<file path="config.mk">
export PLATFORM = sky130hd
export DESIGN_NAME = lexical_token_scanner_top
export DESIGN_NICKNAME = d
export VERILOG_FILES = /design/src/hdl/lts_pkg.sv /design/src/hdl/lexical_token_scanner_top.sv
export SDC_FILE = /design/constraint.sdc
export NUM_CORES = 1
export LEC_CHECK = 0
export ABC_AREA = 0
export BUFFER_PORTS_ARGS = -buffer_cell sky130_fd_sc_hd__buf_2
export CAP_MARGIN = 20
export CORE_ASPECT_RATIO = 0.9
export CORE_MARGIN = 4
export CORE_UTILIZATION = 40
export CTS_CLUSTER_DIAMETER = 60
export DETAILED_ROUTE_END_ITERATION = 8
export GPL_ROUTABILITY_DRIVEN = 0
export SKIP_CTS_REPAIR_TIMING = 1
export SLEW_MARGIN = 15
export SYNTH_ARGS = -nofsm -noshare
export SYNTH_HDL_FRONTEND = slang
export SYNTH_SLANG_ARGS = --single-unit
</file>
<file path="constraint.sdc">
create_clock -name clk_i -period 4.2 [get_ports clk_i]
set_input_delay 1.26 -clock clk_i [delete_from_list [all_inputs] [get_ports clk_i]]
set_output_delay 1.26 -clock clk_i [all_outputs]
set_load 0.02 [all_outputs]
</file>
<file path="src/hdl/lts_pkg.sv">
// Package for the lexical token scanner: token kinds, scan modes, character
// classes and keyword table. No dependencies.
package lts_pkg;

  localparam int unsigned PosBits  = 32;
  localparam int unsigned LenBits  = 16;
  localparam int unsigned LineBits = 20;
  localparam int unsigned ColBits  = 16;
  localparam int unsigned KwMaxLen = 9;
  localparam int unsigned KwIdxBits = $clog2(KwMaxLen);
  localparam int unsigned KwLenBits = $clog2(KwMaxLen + 1);

  localparam logic [5:0] K_END = 6'd0, K_NUM = 6'd1, K_FLOAT = 6'd2, K_STRING = 6'd3,
    K_ID = 6'd4, K_KW0 = 6'd5;
  localparam logic [5:0] K_PLUS = 6'd31, K_MINUS = 6'd32, K_DIV = 6'd33, K_LPAREN = 6'd34,
    K_RPAREN = 6'd35, K_LBRACKET = 6'd36, K_RBRACKET = 6'd37, K_LBRACE = 6'd38,
    K_RBRACE = 6'd39, K_SEMI = 6'd40, K_COLON = 6'd41, K_COMMA = 6'd42, K_DOT = 6'd43,
    K_POW = 6'd44, K_MUL = 6'd45, K_EQ = 6'd46, K_ASSIGN = 6'd47, K_LEQ = 6'd48,
    K_LT = 6'd49, K_GEQ = 6'd50, K_GT = 6'd51, K_NE = 6'd52, K_NOT = 6'd53,
    K_AND = 6'd54, K_AMP = 6'd55, K_OR = 6'd56, K_ERR = 6'd57;

  typedef enum logic [3:0] {
    M_IDLE, M_IDENT, M_INT, M_FRAC, M_STR, M_STR_ESC, M_OP, M_LINE_CMT, M_BLOCK,
    M_BLOCK_STAR
  } mode_e;

  typedef struct packed {
    logic [5:0]          kind;
    logic [PosBits-1:0]  offset;
    logic [LenBits-1:0]  length;
    logic [LineBits-1:0] line;
    logic [ColBits-1:0]  column;
    logic [7:0]          err;
    logic                last;
  } token_t;

  typedef logic [KwMaxLen*8-1:0] kw_word_t;

  function automatic logic is_digit(input logic [7:0] c);
    return c >= 8'h30 && c <= 8'h39;
  endfunction

  function automatic logic is_alpha(input logic [7:0] c);
    return (c >= 8'h61 && c <= 8'h7a) || (c >= 8'h41 && c <= 8'h5a);
  endfunction

  function automatic logic is_space(input logic [7:0] c);
    return c == 8'h20 || c == 8'h0a || c == 8'h0d || c == 8'h09;
  endfunction

  function automatic logic [5:0] single_op_kind(input logic [7:0] c);
    logic [5:0] k;
    case (c)
      "+": k = K_PLUS;     "-": k = K_MINUS;    "/": k = K_DIV;
      "(": k = K_LPAREN;   ")": k = K_RPAREN;   "[": k = K_LBRACKET;
      "]": k = K_RBRACKET; "{": k = K_LBRACE;   "}": k = K_RBRACE;
      ";": k = K_SEMI;     ":": k = K_COLON;    ",": k = K_COMMA;
      ".": k = K_DOT;      "*": k = K_MUL;      "=": k = K_ASSIGN;
      "<": k = K_LT;       ">": k = K_GT;       "!": k = K_NOT;
      "&": k = K_AMP;
      default: k = K_ERR;
    endcase
    return k;
  endfunction

  function automatic logic [7:0] pair_char(input logic [7:0] p);
    logic [7:0] r;
    case (p)
      "*": r = "*";
      "&": r = "&";
      "|": r = "|";
      "=", "<", ">", "!": r = "=";
      default: r = 8'h00;
    endcase
    return r;
  endfunction

  function automatic logic [5:0] pair_kind(input logic [7:0] p);
    logic [5:0] k;
    case (p)
      "*": k = K_POW;
      "=": k = K_EQ;
      "<": k = K_LEQ;
      ">": k = K_GEQ;
      "!": k = K_NE;
      "&": k = K_AND;
      default: k = K_OR;
    endcase
    return k;
  endfunction

  // keyword text, first character in the low byte, zero filled
  function automatic kw_word_t kw_text(input int unsigned k);
    logic [8*KwMaxLen-1:0] s;
    kw_word_t w;
    int unsigned i;
    case (k)
      0: s = "sqrt";       1: s = "print";     2: s = "if";
      3: s = "then";       4: s = "else";      5: s = "endif";
      6: s = "while";      7: s = "do";        8: s = "enddo";
      9: s = "dowhile";    10: s = "endwhile"; 11: s = "break";
      12: s = "switch";    13: s = "case";     14: s = "default";
      15: s = "endswitch"; 16: s = "var";      17: s = "struct";
      18: s = "true";      19: s = "false";    20: s = "fun";
      21: s = "endfun";    22: s = "new";      23: s = "return";
      24: s = "template";
      default: s = "auto";
    endcase
    w = '0;
    // string literal is right aligned, last char lowest: reverse into w
    for (i = 0; i < KwMaxLen; i++) begin
      w[i*8 +: 8] = s[(KwMaxLen-1-i)*8 +: 8];
    end
    // shift down by leading zero bytes
    for (i = 0; i < KwMaxLen; i++) begin
      if (w[7:0] == 8'h00) begin
        w = w >> 8;
      end
    end
    return w;
  endfunction

  function automatic logic [KwLenBits-1:0] kw_len(input int unsigned k);
    kw_word_t w;
    logic [KwLenBits-1:0] n;
    int unsigned i;
    w = kw_text(k);
    n = '0;
    for (i = 0; i < KwMaxLen; i++) begin
      if (w[i*8 +: 8] != 8'h00) begin
        n = KwLenBits'(i + 1);
      end
    end
    return n;
  endfunction

endpackage

</file>
<file path="src/hdl/lexical_token_scanner_top.sv">
// Lexical token scanner top level: byte stream in, token stream out.
// Depends on lts_pkg.
// The first token beat of an accepted byte is registered and valid in the next cycle.
// Throughput: one byte per cycle while m_axis_tready is high; a byte that yields
// two tokens holds s_axis_tready low while the second beat drains.
// Reset: asynchronous, active low; mode idle, line and column one, position zero.
module lexical_token_scanner_top
  import lts_pkg::*;
(
  input  logic         clk_i,
  input  logic         rst_ni,
  input  logic         s_axis_tvalid,
  output logic         s_axis_tready,
  input  logic [7:0]   s_axis_tdata,   // [7:0] char_byte
  input  logic         s_axis_tuser,   // end_of_input
  output logic         m_axis_tvalid,
  input  logic         m_axis_tready,
  output logic [103:0] m_axis_tdata,   // token_kind, start_offset, token_length,
                                       // token_line, token_column, error_byte, zero pad
  output logic         m_axis_tlast    // last_of_run
);

  mode_e               mode_q, mode_d;
  logic [7:0]          op_q, op_d;
  logic [PosBits-1:0]  pos_q, pos_d;
  logic [LineBits-1:0] line_q, line_d, tline_q, tline_d;
  logic [ColBits-1:0]  col_q, col_d, tcol_q, tcol_d;
  logic [PosBits-1:0]  toff_q, toff_d;
  logic [LenBits-1:0]  len_q, len_d;
  logic [7:0]          kw_q [KwMaxLen];
  logic                kw_we;
  logic [KwIdxBits-1:0] kw_wa;
  logic [7:0]          kw_wd;

  token_t              out0_q, out1_q, t0, t1;
  logic                v0_q, v1_q;
  logic [1:0]          n_tok;
  logic                accept, free;

  logic [7:0]          c;
  logic                eoi;
  logic [5:0]          id_kind;
  logic [LenBits-1:0]  len_inc;

  assign c   = s_axis_tdata;
  assign eoi = s_axis_tuser;

  // output holds up to two beats; the next byte enters once the holding beat leaves
  assign free          = !v1_q && (!v0_q || m_axis_tready);
  assign s_axis_tready = free;
  assign accept        = s_axis_tvalid && free;

  assign len_inc = (len_q == '1) ? len_q : len_q + 1'b1;

  always_comb begin
    id_kind = K_ID;
    for (int k = 0; k < 26; k++) begin
      logic hit;
      kw_word_t w;
      logic [KwLenBits-1:0] n;
      w = kw_text(k);
      n = kw_len(k);
      hit = (len_q == LenBits'(n));
      for (int i = 0; i < KwMaxLen; i++) begin
        if (i < int'(n) && kw_q[i] != w[i*8 +: 8]) begin
          hit = 1'b0;
        end
      end
      if (hit) begin
        id_kind = K_KW0 + 6'(k);
      end
    end
  end

  function automatic token_t pend(input logic [5:0] k, input logic [LenBits-1:0] l,
                                  input logic [7:0] e, input logic [PosBits-1:0] o,
                                  input logic [LineBits-1:0] ln, input logic [ColBits-1:0] cl);
    token_t t;
    t.kind = k; t.offset = o; t.length = l; t.line = ln; t.column = cl;
    t.err = e; t.last = 1'b0;
    return t;
  endfunction

  always_comb begin
    logic taken;
    logic [5:0] sk;
    mode_d = mode_q; op_d = op_q; pos_d = pos_q; line_d = line_q; col_d = col_q;
    toff_d = toff_q; tline_d = tline_q; tcol_d = tcol_q; len_d = len_q;
    kw_we = 1'b0; kw_wa = '0; kw_wd = c;
    t0 = '0; t1 = '0; n_tok = 2'd0; taken = 1'b1;
    sk = single_op_kind(op_q);
    if (eoi) begin
      n_tok = 2'd1;
      case (mode_q)
        M_IDENT: begin t0 = pend(id_kind, len_q, 8'h00, toff_q, tline_q, tcol_q); n_tok = 2'd2; end
        M_INT: begin t0 = pend(K_NUM, len_q, 8'h00, toff_q, tline_q, tcol_q); n_tok = 2'd2; end
        M_FRAC: begin t0 = pend(K_FLOAT, len_q, 8'h00, toff_q, tline_q, tcol_q); n_tok = 2'd2; end
        M_STR, M_STR_ESC: begin
          t0 = pend(K_STRING, len_q, 8'h00, toff_q, tline_q, tcol_q); n_tok = 2'd2;
        end
        M_OP: begin
          t0 = pend(sk, LenBits'(1), (sk == K_ERR) ? op_q : 8'h00, toff_q, tline_q, tcol_q);
          n_tok = 2'd2;
        end
        default: ;
      endcase
      if (n_tok == 2'd2) begin
        t1 = pend(K_END, '0, 8'h00, pos_q, line_q, col_q);
        t1.last = 1'b1;
      end else begin
        t0 = pend(K_END, '0, 8'h00, pos_q, line_q, col_q);
        t0.last = 1'b1;
      end
      mode_d = M_IDLE;
    end else begin
      case (mode_q)
        M_IDENT: begin
          if (is_alpha(c) || is_digit(c) || c == "_") begin
            if (len_q < LenBits'(KwMaxLen)) begin
              kw_we = 1'b1; kw_wa = KwIdxBits'(len_q);
            end
            len_d = len_inc;
          end else begin
            t0 = pend(id_kind, len_q, 8'h00, toff_q, tline_q, tcol_q); n_tok = 2'd1;
            taken = 1'b0;
          end
        end
        M_INT: begin
          if (is_digit(c)) len_d = len_inc;
          else if (c == ".") begin len_d = len_inc; mode_d = M_FRAC; end
          else begin
            t0 = pend(K_NUM, len_q, 8'h00, toff_q, tline_q, tcol_q); n_tok = 2'd1;
            taken = 1'b0;
          end
        end
        M_FRAC: begin
          if (is_digit(c)) len_d = len_inc;
          else begin
            t0 = pend(K_FLOAT, len_q, 8'h00, toff_q, tline_q, tcol_q); n_tok = 2'd1;
            taken = 1'b0;
          end
        end
        M_STR: begin
          len_d = len_inc;
          if (c == "\\") mode_d = M_STR_ESC;
          else if (c == "\"") begin
            t0 = pend(K_STRING, len_inc, 8'h00, toff_q, tline_q, tcol_q); n_tok = 2'd1;
            mode_d = M_IDLE;
          end
        end
        M_STR_ESC: begin len_d = len_inc; mode_d = M_STR; end
        M_OP: begin
          if (op_q == "/" && c == "/") mode_d = M_LINE_CMT;
          else if (op_q == "/" && c == "*") mode_d = M_BLOCK;
          else if (pair_char(op_q) != 8'h00 && c == pair_char(op_q)) begin
            t0 = pend(pair_kind(op_q), LenBits'(2), 8'h00, toff_q, tline_q, tcol_q);
            n_tok = 2'd1; mode_d = M_IDLE;
          end else begin
            t0 = pend(sk, LenBits'(1), (sk == K_ERR) ? op_q : 8'h00, toff_q, tline_q, tcol_q);
            n_tok = 2'd1; taken = 1'b0;
          end
        end
        M_LINE_CMT: if (c == 8'h0a) mode_d = M_IDLE;
        M_BLOCK: if (c == "*") mode_d = M_BLOCK_STAR;
        M_BLOCK_STAR: begin
          if (c == "/") mode_d = M_IDLE;
          else if (c != "*") mode_d = M_BLOCK;
        end
        default: taken = 1'b0;
      endcase
      if (!taken) begin
        mode_d = M_IDLE;
        if (!is_space(c)) begin
          toff_d = pos_q; tline_d = line_q; tcol_d = col_q; len_d = LenBits'(1);
          if (is_digit(c)) mode_d = M_INT;
          else if (is_alpha(c) || c == "_") begin
            mode_d = M_IDENT; kw_we = 1'b1; kw_wa = '0;
          end else if (c == "\"") mode_d = M_STR;
          else if (c == "/" || pair_char(c) != 8'h00) begin
            op_d = c; mode_d = M_OP;
          end else begin
            if (n_tok == 2'd0) begin
              t0 = pend(single_op_kind(c), LenBits'(1),
                        (single_op_kind(c) == K_ERR) ? c : 8'h00, pos_q, line_q, col_q);
            end else begin
              t1 = pend(single_op_kind(c), LenBits'(1),
                        (single_op_kind(c) == K_ERR) ? c : 8'h00, pos_q, line_q, col_q);
            end
            n_tok = n_tok + 2'd1;
          end
        end
      end
      pos_d = pos_q + 1'b1;
      if (c == 8'h0a) begin
        if (line_q != '1) line_d = line_q + 1'b1;
        col_d = ColBits'(1);
      end else if (col_q != '1) begin
        col_d = col_q + 1'b1;
      end
      if (n_tok == 2'd1) t0.last = 1'b1;
      if (n_tok == 2'd2) t1.last = 1'b1;
    end
  end

  always_ff @(posedge clk_i or negedge rst_ni) begin
    if (!rst_ni) begin
      mode_q <= M_IDLE; op_q <= '0; pos_q <= '0; line_q <= LineBits'(1);
      col_q <= ColBits'(1); toff_q <= '0; tline_q <= LineBits'(1);
      tcol_q <= ColBits'(1); len_q <= '0;
    end else if (accept) begin
      mode_q <= mode_d; op_q <= op_d; pos_q <= pos_d; line_q <= line_d;
      col_q <= col_d; toff_q <= toff_d; tline_q <= tline_d; tcol_q <= tcol_d;
      len_q <= len_d;
    end
  end

  always_ff @(posedge clk_i) begin
    if (accept && kw_we) kw_q[kw_wa] <= kw_wd;
  end

  always_ff @(posedge clk_i or negedge rst_ni) begin
    if (!rst_ni) begin
      v0_q <= 1'b0; v1_q <= 1'b0;
    end else if (accept) begin
      v0_q <= (n_tok != 2'd0); v1_q <= (n_tok == 2'd2);
    end else if (v0_q && m_axis_tready) begin
      v0_q <= v1_q; v1_q <= 1'b0;
    end
  end

  always_ff @(posedge clk_i) begin
    if (accept) begin
      out0_q <= t0; out1_q <= t1;
    end else if (v0_q && m_axis_tready) begin
      out0_q <= out1_q;
    end
  end

  assign m_axis_tvalid = v0_q;
  assign m_axis_tlast  = out0_q.last;
  assign m_axis_tdata  = {6'b000000, out0_q.err, out0_q.column, out0_q.line, out0_q.length,
                          out0_q.offset, out0_q.kind};

  a_second_needs_first: assert property (@(posedge clk_i) disable iff (!rst_ni)
    v1_q |-> v0_q) else $error("second beat without first");
  a_no_take_when_full: assert property (@(posedge clk_i) disable iff (!rst_ni)
    v1_q |-> !s_axis_tready) else $error("byte taken with two beats held");
  a_pair_drains: assert property (@(posedge clk_i) disable iff (!rst_ni)
    (v1_q && m_axis_tready) |=> (v0_q && !v1_q)) else $error("pair drain wrong");
  a_line_min: assert property (@(posedge clk_i) disable iff (!rst_ni)
    line_q != '0) else $error("line is zero");

endmodule

</file>
After elaboration in Yosys (flattened, before gate mapping)
Memory sizes are Yosys's and may differ from the RTL's.
Index checks and enable logic that the tools add are counted.
Cells by class
  reduce and logical (&&, ||, !) cells: 38
  add/sub/neg operators: 5
  $lt $le $gt $ge: 7
  equal/unequal tests: 160
  bitwise gates (word level): 6
  muxes and demuxes: 297
Operators with widths (count)
  $mux 99: 25
  $pmux 99 s5: 2
  $ne 8x7->1 const B: 76
  $eq 8x6->1 const B: 32
  $pmux 6 s19: 2
  $mux 6: 33
  $mux 95: 2
  $mux 1: 155
  $mux 16: 9
  $mux 4: 31
  $mux 8: 13
  $eq 8x7->1 const B: 12
  $mux 94: 1
  $mux 93: 1
  $eq 16x3->1 const B: 4
  $pmux 16 s4: 1
  $pmux 7 s4: 2
  $add 16x1->16 const B: 2
  $add 32x1->32 const B: 1
  $eq 16x2->1 const B: 2
  $eq 16x4->1 const B: 2
  $mux 2: 15
  $pmux 5 s6: 1
  $pmux 4 s7: 1
  43 further kinds: 88
Word-level totals
  memories kept: 1
  bits in writable memories: 72
  flip-flop bits (word level): 364
  output and inout bits: 107
Memory list
  kw_q: words 9, width 8, read ports 9, clocked after memory_dff 0, write ports 1, RTL line lexical_token_scanner_top.sv:30  | logic [7:0] kw_q [KwMaxLen];

Logic depth before layout (Yosys ltp)
Gate-level depths: netlist of run 1.
An unclocked memory read counts as a cell.
  word-level depth: 44
  depth in mapped cells: 15
  gate-level depth less buffers: 10

Worst setup path before layout of run 1
OpenSTA, ideal clock, no wires.
  path type: input to register
  start point: input port m_axis_tready
  end point: register out0_q, in the netlist m_axis_tdata[0], enable pin
  data arrival time: 4038 ps
  setup time: 917 ps
  path slack: -755 ps
  stages on the path: 6
  buffers on the path: 3
  path through: nand2b_1 nand2_1 clkbuf_1 clkbuf_1 buf_1 nand2_1
On the way
  word-level cells in the longest chain between the ends: 4
Ends and longest elaborated chain
  from (decl): RTL line lexical_token_scanner_top.sv:17  | input logic m_axis_tready,
  $logic_or 1x1->1: RTL line lexical_token_scanner_top.sv:49  | assign free = !v1_q && (!v0_q || m_axis_tready);
  $logic_and 1x1->1: RTL line lexical_token_scanner_top.sv:49
  $logic_and 1x1->1: RTL line lexical_token_scanner_top.sv:51  | assign accept = s_axis_tvalid && free;
  $reduce_bool 2->1 (no source line) (*)
  to (signal assigned): RTL line lexical_token_scanner_top.sv:233  | out0_q <= t0; out1_q <= t1;
  to (signal assigned): RTL line lexical_token_scanner_top.sv:235  | out0_q <= out1_q;
  to (decl): RTL line lexical_token_scanner_top.sv:35  | token_t out0_q, out1_q, t0, t1;
Every way passes the cells marked *; elsewhere a longest branch is shown, timed or not.
A chain may end at the register's enable or synchronous reset.

Final worst setup path of run 1
  start point: input port s_axis_tdata[4]
  end point: register out0_q, in the netlist m_axis_tdata[35] (data pin)
On the way
  word-level cells in the longest chain between the ends: 19
Ends and longest elaborated chain
  from (decl): RTL line lexical_token_scanner_top.sv:14  | input logic [7:0] s_axis_tdata,
  $eq 8x6->1: RTL line lts_pkg.sv:68  | case (p)
  $reduce_or 4->1: RTL line lts_pkg.sv:68
  $pmux 7 s4: RTL line lts_pkg.sv:68
  $mux 8: RTL line lexical_token_scanner_top.sv:178  | end else if (c == "\"") mode_d = M_STR;
  $mux 8: RTL line lexical_token_scanner_top.sv:176  | else if (is_alpha(c) || c == "_") begin
  $mux 8: RTL line lexical_token_scanner_top.sv:175  | if (is_digit(c)) mode_d = M_INT;
  $mux 8: RTL line lexical_token_scanner_top.sv:173  | if (!is_space(c)) begin
  $mux 8: RTL line lexical_token_scanner_top.sv:171  | if (!taken) begin
  [... 3 more ...]
  $mux 99: RTL line lexical_token_scanner_top.sv:179  | else if (c == "/" || pair_char(c) != 8'h00) begin
  $mux 99: RTL line lexical_token_scanner_top.sv:178
  $mux 99: RTL line lexical_token_scanner_top.sv:176
  $mux 99: RTL line lexical_token_scanner_top.sv:175
  $mux 99: RTL line lexical_token_scanner_top.sv:173
  $mux 99 (*): RTL line lexical_token_scanner_top.sv:171
  $mux 99 (*): RTL line lexical_token_scanner_top.sv:92  | if (eoi) begin
  $mux 99 (*): RTL line lexical_token_scanner_top.sv:232  | if (accept) begin
Every way passes the cells marked *; elsewhere a longest branch is shown, timed or not. The select of a mux whose other input is x is not followed.

==> impl_results.md, run 1 <==
- Sw frac: 0.356
- Synth area leader: edfxtp_1
- Crit. Startpoint: s_axis_tdata[4]
- Clock power frac: 0.282
- Max_cap viols: 0
- Synth Instances: between 2000 and 2500
- Root Buffer: clkbuf_16
- Final #Nets: 2171
- WL/cell: about 22 um
- Async SR Flop Fraction: 0.394
- Hold Path Class: flip-flop to flip-flop
- Chip width: 256 um
- Antenna violations before repair: 2
- Worst setup path end: m_axis_tdata[35]
- Initial Util: 0.405
- Worst Tran Pin Value: 0.966 ns
- Req. time, crit path: 4.60 ns
- Clock Tree Buf Depth: 3
- Syn. warnings: 0
- Min-delay src: out1_q[36]
- DIE HEIGHT: 231 um
- Unrepaired setup endpoints after global routing: no
- Yosys top cell area share: 0.347
- CTS tree: yes
- Routed Antenna Nets: 0
- GR Util All Layers: 0.206
- DRC: 0
- Boundary pin count: 120
- Combinational share of power: 0.303
- Pin count of the biggest net entering global routing: 85
- Pint: 9.19 mW
- Slew HR: 0.356
- Clk Latency, worst-skew pair: 0.59 ns
- Total Wirelength: 62800 um
- Share of the yosys chip area belonging to registers: 0.536
- EDFF count, synth: 255
- Avg Inst Size Synth: between 10 and 15 sq um
- Data arrival, critical path: 4.00 ns
- Cell with the most instances after synthesis: edfxtp_1
- DRT iter0 DRCs: ~1900
- ANT cells: 0
- Area delta synth->final: 15.5%
- #FFs+latches synth: 421
- VDD IR max: 0.394 mV
- Leakage: 9.72 nW
- Clk_skew: 0.0264 ns
- Global-route wire length before repair: roughly 98000 um
- Finish-stage setup viols: 0
- Clock sink count: about 420
- Min cycle time layout: 3.60 ns
- Pwr/cell area: 560 mW/mm^2
- Via count: 17323
- Post-route cell area: 0.0255 sq mm
- Synth Flop Type: edfxtp_1
- Max frequency: approximately 280 MHz
- Placed instance area: 0.0240 sq mm
- Setup crit start kind: input pin
- Total Die Area: slightly below 0.06 sq mm
- Worst reg2reg path startpoint: op_q[4]
- Mapped Area: 0.0221 sq mm
- Slew Viols, Final: 0
- Core area: 0.0544 sq mm
- Status: completed
- Netlist cell types: 92
- Number of fill cells: 4953
- Grt total ovfl: 0
- Dominant cells by area after synthesis: edfxtp_1 (35%), dfrtp_1 (18%), mux2_2 (6.2%)
- Crit path capture type: flip-flop
- H-tree depth: 2
- Sw Pwr: just over 5 mW
- Clock-pin transition on the worst setup and hold timing paths: 0.06 ns
- Via density: between 5 and 6
- Final TNS setup: 0 ns
- Period utilization: 0.858
- Vias in the first global route: 16679
- TritonCTS Buffers: 48
- Crit path max fanout: 19
- RR Endpoint: m_axis_tdata[35]
- R2r setup slk: between 0.6 and 0.7 ns
- First-pass DRT Iterations: 7
- FP Rows: 81
- Share of cells above drive strength 1: 0.216
- Flop pwr share: 0.414
- Post-DP HPWL: 42000 um
- Kind of critical path: input pin to flip-flop
- Port Buf Inserts: 113
- Reg2reg path depth: 11
- Final Hold Fails: 0
- Top cells by count, synth: edfxtp_1 (255), nor2_1 (167), dfrtp_1 (162)
==> state kept, by name (all words and copies together) (netlist names), 8 cells and up <==
register      cells
len_q            16
out1_q           84
line_q           20
col_q            16
tcol_q           16
kw_q             72
pos_q            32
op_q              8
m_axis_tdata     98
tline_q          20
toff_q           32
==> worst max-delay path: stages <==
cell,delay [ns]
buf_2,0.16
buf_4,0.25
clkinv_1,0.25
o211ai_1,0.22
a21boi_1,0.30
o21ai_0,0.12
buf_4,0.17
nor4_4,0.39
o21bai_4,0.29
buf_4,0.27
a221oi_1,0.11
nor2_1,0.19
==> how the worst min path moves through the flow <==
stage	to	slack [ns]	cells past startpoint
after CTS	toff_q[25]	0.52	1
after detailed placement	toff_q[25]	0.51	1
after global placement	tcol_q[15]	0.49	1
after floorplan	tcol_q[15]	0.48	1
after global routing	toff_q[25]	0.53	1
final	m_axis_tdata[65]	0.53	2
==> power by group through the flow <==
stage               Combinational [mW]  Sequential (mW)  Clock (mW)
floorplan                         2.23             6.33           0
global placement                  4.29             5.98           0
detailed placement                4.33             5.99           0
CTS                               4.34             5.92        4.13
global route                      4.64             5.99        4.31
finish                            4.33             5.91        4.03
==> routing by layer <==
layer  vias to the layer above  global-route usage  wire, um
met3                       124              0.0374      5100
met4                         4              0.0583      1630
li1                       7896                   -         -
met2                       786               0.305     27000
met1                      8513               0.311     29000
met5                         -                   0        22
==> area by class of cell <==
type | count | area (sq um) | share of cell area
Inverter | 34 | 133 | 0.00520
Sequential cell | 421 | 11800 | 0.464
Clock inverter | 19 | 163 | 0.00638
Timing Repair Buffer | 220 | 1580 | 0.0618
Clock buffer | 70 | 1350 | 0.0531
Multi-Input combinational cell | 1424 | 9570 | 0.375
Tap cell | 705 | 882 | 0.0346
==> cells in the final DEF (no fill, tap or decap), types with 31 or more instances in the layout <==
cell,instances
a22oi_1,33
xnor2_1,43
nor3_1,45
o21ai_0,59
dfrtp_1,162
buf_2,112
and3_1,37
nor2_1,167
mux2_2,122
buf_4,91
edfxtp_1,255
a221oi_1,50
nand4_1,37
a21oi_1,60
inv_1,31
nor4_1,33
clkbuf_16,48
nor2b_1,81
o22ai_1,65
nand3_1,70
nand2_1,150
==> metrics by stage <==
stage	total power, mW	hold slack, ns	worst slack, ns	utilization	std cells
finish	14.3	0.528	0.595	0.468	2893
global route	14.9	0.534	0.419	0.468	2893
CTS	14.4	0.525	0.683	0.468	2893
detailed placement	10.3	0.515	0.0866	0.440	2804
global placement	10.3	0.492	0.126	0.440	2804
floorplan	8.57	0.481	0.231	-	2022
==> cells by family after synthesis <==
family                   Yosys count  synth area share
AO/OA/AOI/OAI                    397             0.126
other                              1          0.000170
XOR/XNOR                          67            0.0266
flip-flops                       421             0.536
adder cells (fa/ha/maj)            9           0.00510
AND/OR/NAND/NOR                  798             0.199
multiplexers                     147            0.0738
buffers and inverters            177            0.0340
(Power assumes the default switching activity.)
==> run 2: changes to the inputs <==
- CORE_ASPECT_RATIO: 0.9 -> not set
- CTS_CLUSTER_SIZE: not set -> 25
- clock period: 4.2 -> 3 ns (I/O delays scaled with it)
==> impl_results.md, run 2 (synthesized netlist as in run 1, its figures left out) <==
- Clock Tree Buf Depth: 3 (unchanged)
- Min cycle time layout: around 3.1 ns
- Failing checks: negative setup slack
- Reg2reg path depth: 8 (-3)
- Max frequency: 320 MHz
- ANT cells: 0 (unchanged)
- Total Wirelength: 68500 um (+9.1%)
- WL/cell: 22.2 um (+2.1%)
- Via count: 18216 (+5.2%)
- Combinational share of power: 0.368 (+0.065)
- Worst reg2reg path startpoint: kw_q[0][7]
- Max FFs per register: 98 (unchanged)
- DRT iter0 DRCs: 1670 (-11%)
- Pwr/cell area: 738 mW/mm^2 (+32%)
- R2r setup slk: -0.11 ns (-0.76 ns)
- Number of fill cells: 4716 (-4.8%)
- Crit path capture type: flip-flop
- Finish-stage setup viols: 190 (+190)
- RR Endpoint: m_axis_tdata[1]
- Post-DP HPWL: 45000 um (+7.0%)
- Setup crit start kind: input pin
- Boundary pin count: 120 (unchanged)
- Crit path cell chain: buf_8 -> or4_4 -> a21o_1 -> and2_4 -> a211o_1 -> or3_4 -> a211oi_4 -> a31oi_4 -> buf_12 -> clkbuf_16 -> nor2b_1
- Worst setup margin: -0.125 ns (-0.720 ns)
- Clk_skew: 0.0476 ns (+0.0212 ns)
- Port Buf Inserts: 113 (unchanged)
- Global-route wire length before repair: 102000 um (+4.1%)
- Worst Tran Pin Value: 1.01 ns (+0.0418 ns)
- Final core utilization: 0.524 (+0.0557)
- Placed instance area: 0.0259 sq mm (+8.0%)
- Clock sink count: 421 (unchanged)
- Most frequent cells in the layout: buf_4 (266), edfxtp_1 (255), nor2_1 (160), dfrtp_1 (160), nand2_1 (149)
- FP Rows: 85 (+4.9%)
- Share of cells above drive strength 1: 0.333 (+0.116)
- DRC: 0 (unchanged)
- TritonCTS Buffers: 37 (-23%)
- H-tree depth: 2 (unchanged)
- Data arrival, critical path: 3.54 ns (-0.46 ns)
- Via density: 5.90 (-1.5%)
- Clock power frac: 0.238 (-0.044)
- Met3 WL: 4130 um (-19%)
- Flop pwr share: 0.393 (-0.021)
- Hold Path Class: input pin to asynchronous set/reset pin
- Slew HR: 0.328 (-0.0279)
- Antenna violations before repair: 0 (-2)
- Kind of critical path: input pin to flip-flop
- M1 WL: 30800 um (+6.0%)
- Clock-pin transition on the worst setup and hold timing paths: 0.09 ns (+0.03 ns)
- Final Hold Fails: 0 (unchanged)
- Total Die Area: 0.0590 sq mm (about the same)
- Final #Nets: 2387 (+9.9%)
- Chip width: 243 um (-5.0%)
- DR WL met2: 31700 um (+17%)
- Req. time, crit path: 3.41 ns (-1.19 ns)
- Pin count of the biggest net entering global routing: 76 (-11%)
- Status: finished, violations left
- Unrepaired setup endpoints after global routing: yes
- Initial Util: 0.407 (+0.00137)
- Routed Antenna Nets: 0 (unchanged)
- Crit path max fanout: 10 (-9)
- Post-route cell area: 0.0284 sq mm (+12%)
- CTS tree: yes
- Top sig layer: met4
- Pint: 13.2 mW (+44%)
- Vias in the first global route: 17720 (+6.2%)
- GR Util All Layers: 0.215 (+0.00920)
- Crit-path max cell delay: 0.54 ns (+0.15 ns)
- Sw frac: 0.371 (+0.0146)
- Max_cap viols: 0 (unchanged)
- Leakage: 11.2 nW (+16%)
- Sw Pwr: 7.79 mW (+53%)
- Core area: 0.0542 sq mm (-0.34%)
- Period utilization: 1.04
- Root Buffer: clkbuf_16
- Area delta synth->final: 28.8%
- Worst path slowest cell: or4_4
- VDD IR max: 0.471 mV (+19%)
- DIE HEIGHT: 243 um (+5.2%)
- Grt total ovfl: 0 (unchanged)
- Most common cell after layout, fill and taps aside: buf_4
- Slew Viols, Final: 0 (unchanged)
- Clk Latency, worst-skew pair: 0.59 ns (about the same)
- First-pass DRT Iterations: 5 (-2)
==> run 2: cell count changes in the layout (fill, tap and decap cells not counted), moves of 7 or more <==
cell,previous run,this run
a221oi_1,50,10
clkbuf_1,15,2
mux2_2,122,54
buf_4,91,266
o21ai_0,59,50
nor2_1,167,160
nor2b_4,0,12
nor2b_1,81,69
mux2_4,0,71
o21ai_1,0,8
buf_6,1,21
buf_12,16,27
a221oi_2,0,38
==> run 2: how the worst max path moves through the flow <==
stage / startpoint / to / slack [ns]
6_report: s_axis_tdata[4] / out1_q[14] / -0.13
5_1_grt: kw_q[0][7] / m_axis_tdata[1] / -0.19
4_1_cts: kw_q[0][7] / m_axis_tdata[1] / -0.22
3_5_place_dp: s_axis_tdata[4] / m_axis_tdata[62] / -0.78
3_3_place_gp: s_axis_tdata[4] / m_axis_tdata[62] / -0.79
2_1_floorplan: s_axis_tdata[4] / out1_q[80] / -0.30
==> run 2: worst max-delay path: cells and delay by family <==
kind / cells / cell delay, ns
AO/OA/AOI/OAI: 4 / 0.95
buffers and inverters: 3 / 0.47
AND/OR/NAND/NOR: 4 / 1.20
==> run 2: layout make-up <==
class                      instances  area (sq um)  share of cell area
sequential                       421         11800               0.416
multi-input combinational       1424         10500               0.369
inverter                          34           133             0.00467
clock inverter                    25           282             0.00990
clock buffer                      42           986              0.0347
timing repair buffer             447          3840               0.135
tap                              696           871              0.0306
==> run 2: layer usage <==
| metal | up-vias | GRT usage |
|---|---|---|
| met5 | - | 0 |
| met4 | 0 | 0.0693 |
| met2 | 677 | 0.344 |
| met3 | 139 | 0.0299 |
| li1 | 8316 | - |
| met1 | 9084 | 0.305 |
==> run 2: through the flow <==
stage / hold WS [ns] / setup WS, ns / total power [mW] / instances / TNS, ns
2_1_floorplan: 0.491 / -0.295 / 12.3 / 2022 / -53.56
3_3_place_gp: 0.508 / -0.789 / 15.1 / 2984 / -192.58
3_5_place_dp: 0.520 / -0.780 / 15.2 / 2984 / -193.43
4_1_cts: 0.152 / -0.220 / 20.2 / 3051 / -10.68
5_1_grt: 0.156 / -0.187 / 21.9 / 3089 / -15.97
6_report: 0.166 / -0.125 / 21.0 / 3089 / -8.53
==> run 2: power by group through the flow <==
stage | Clock, mW | Combinational, mW | Sequential [mW]
2_1_floorplan | 0 | 3.43 | 8.84
3_3_place_gp | 0 | 6.78 | 8.32
3_5_place_dp | 0 | 6.85 | 8.33
4_1_cts | 5.12 | 6.87 | 8.24
5_1_grt | 5.36 | 8.22 | 8.36
6_report | 5.00 | 7.73 | 8.26
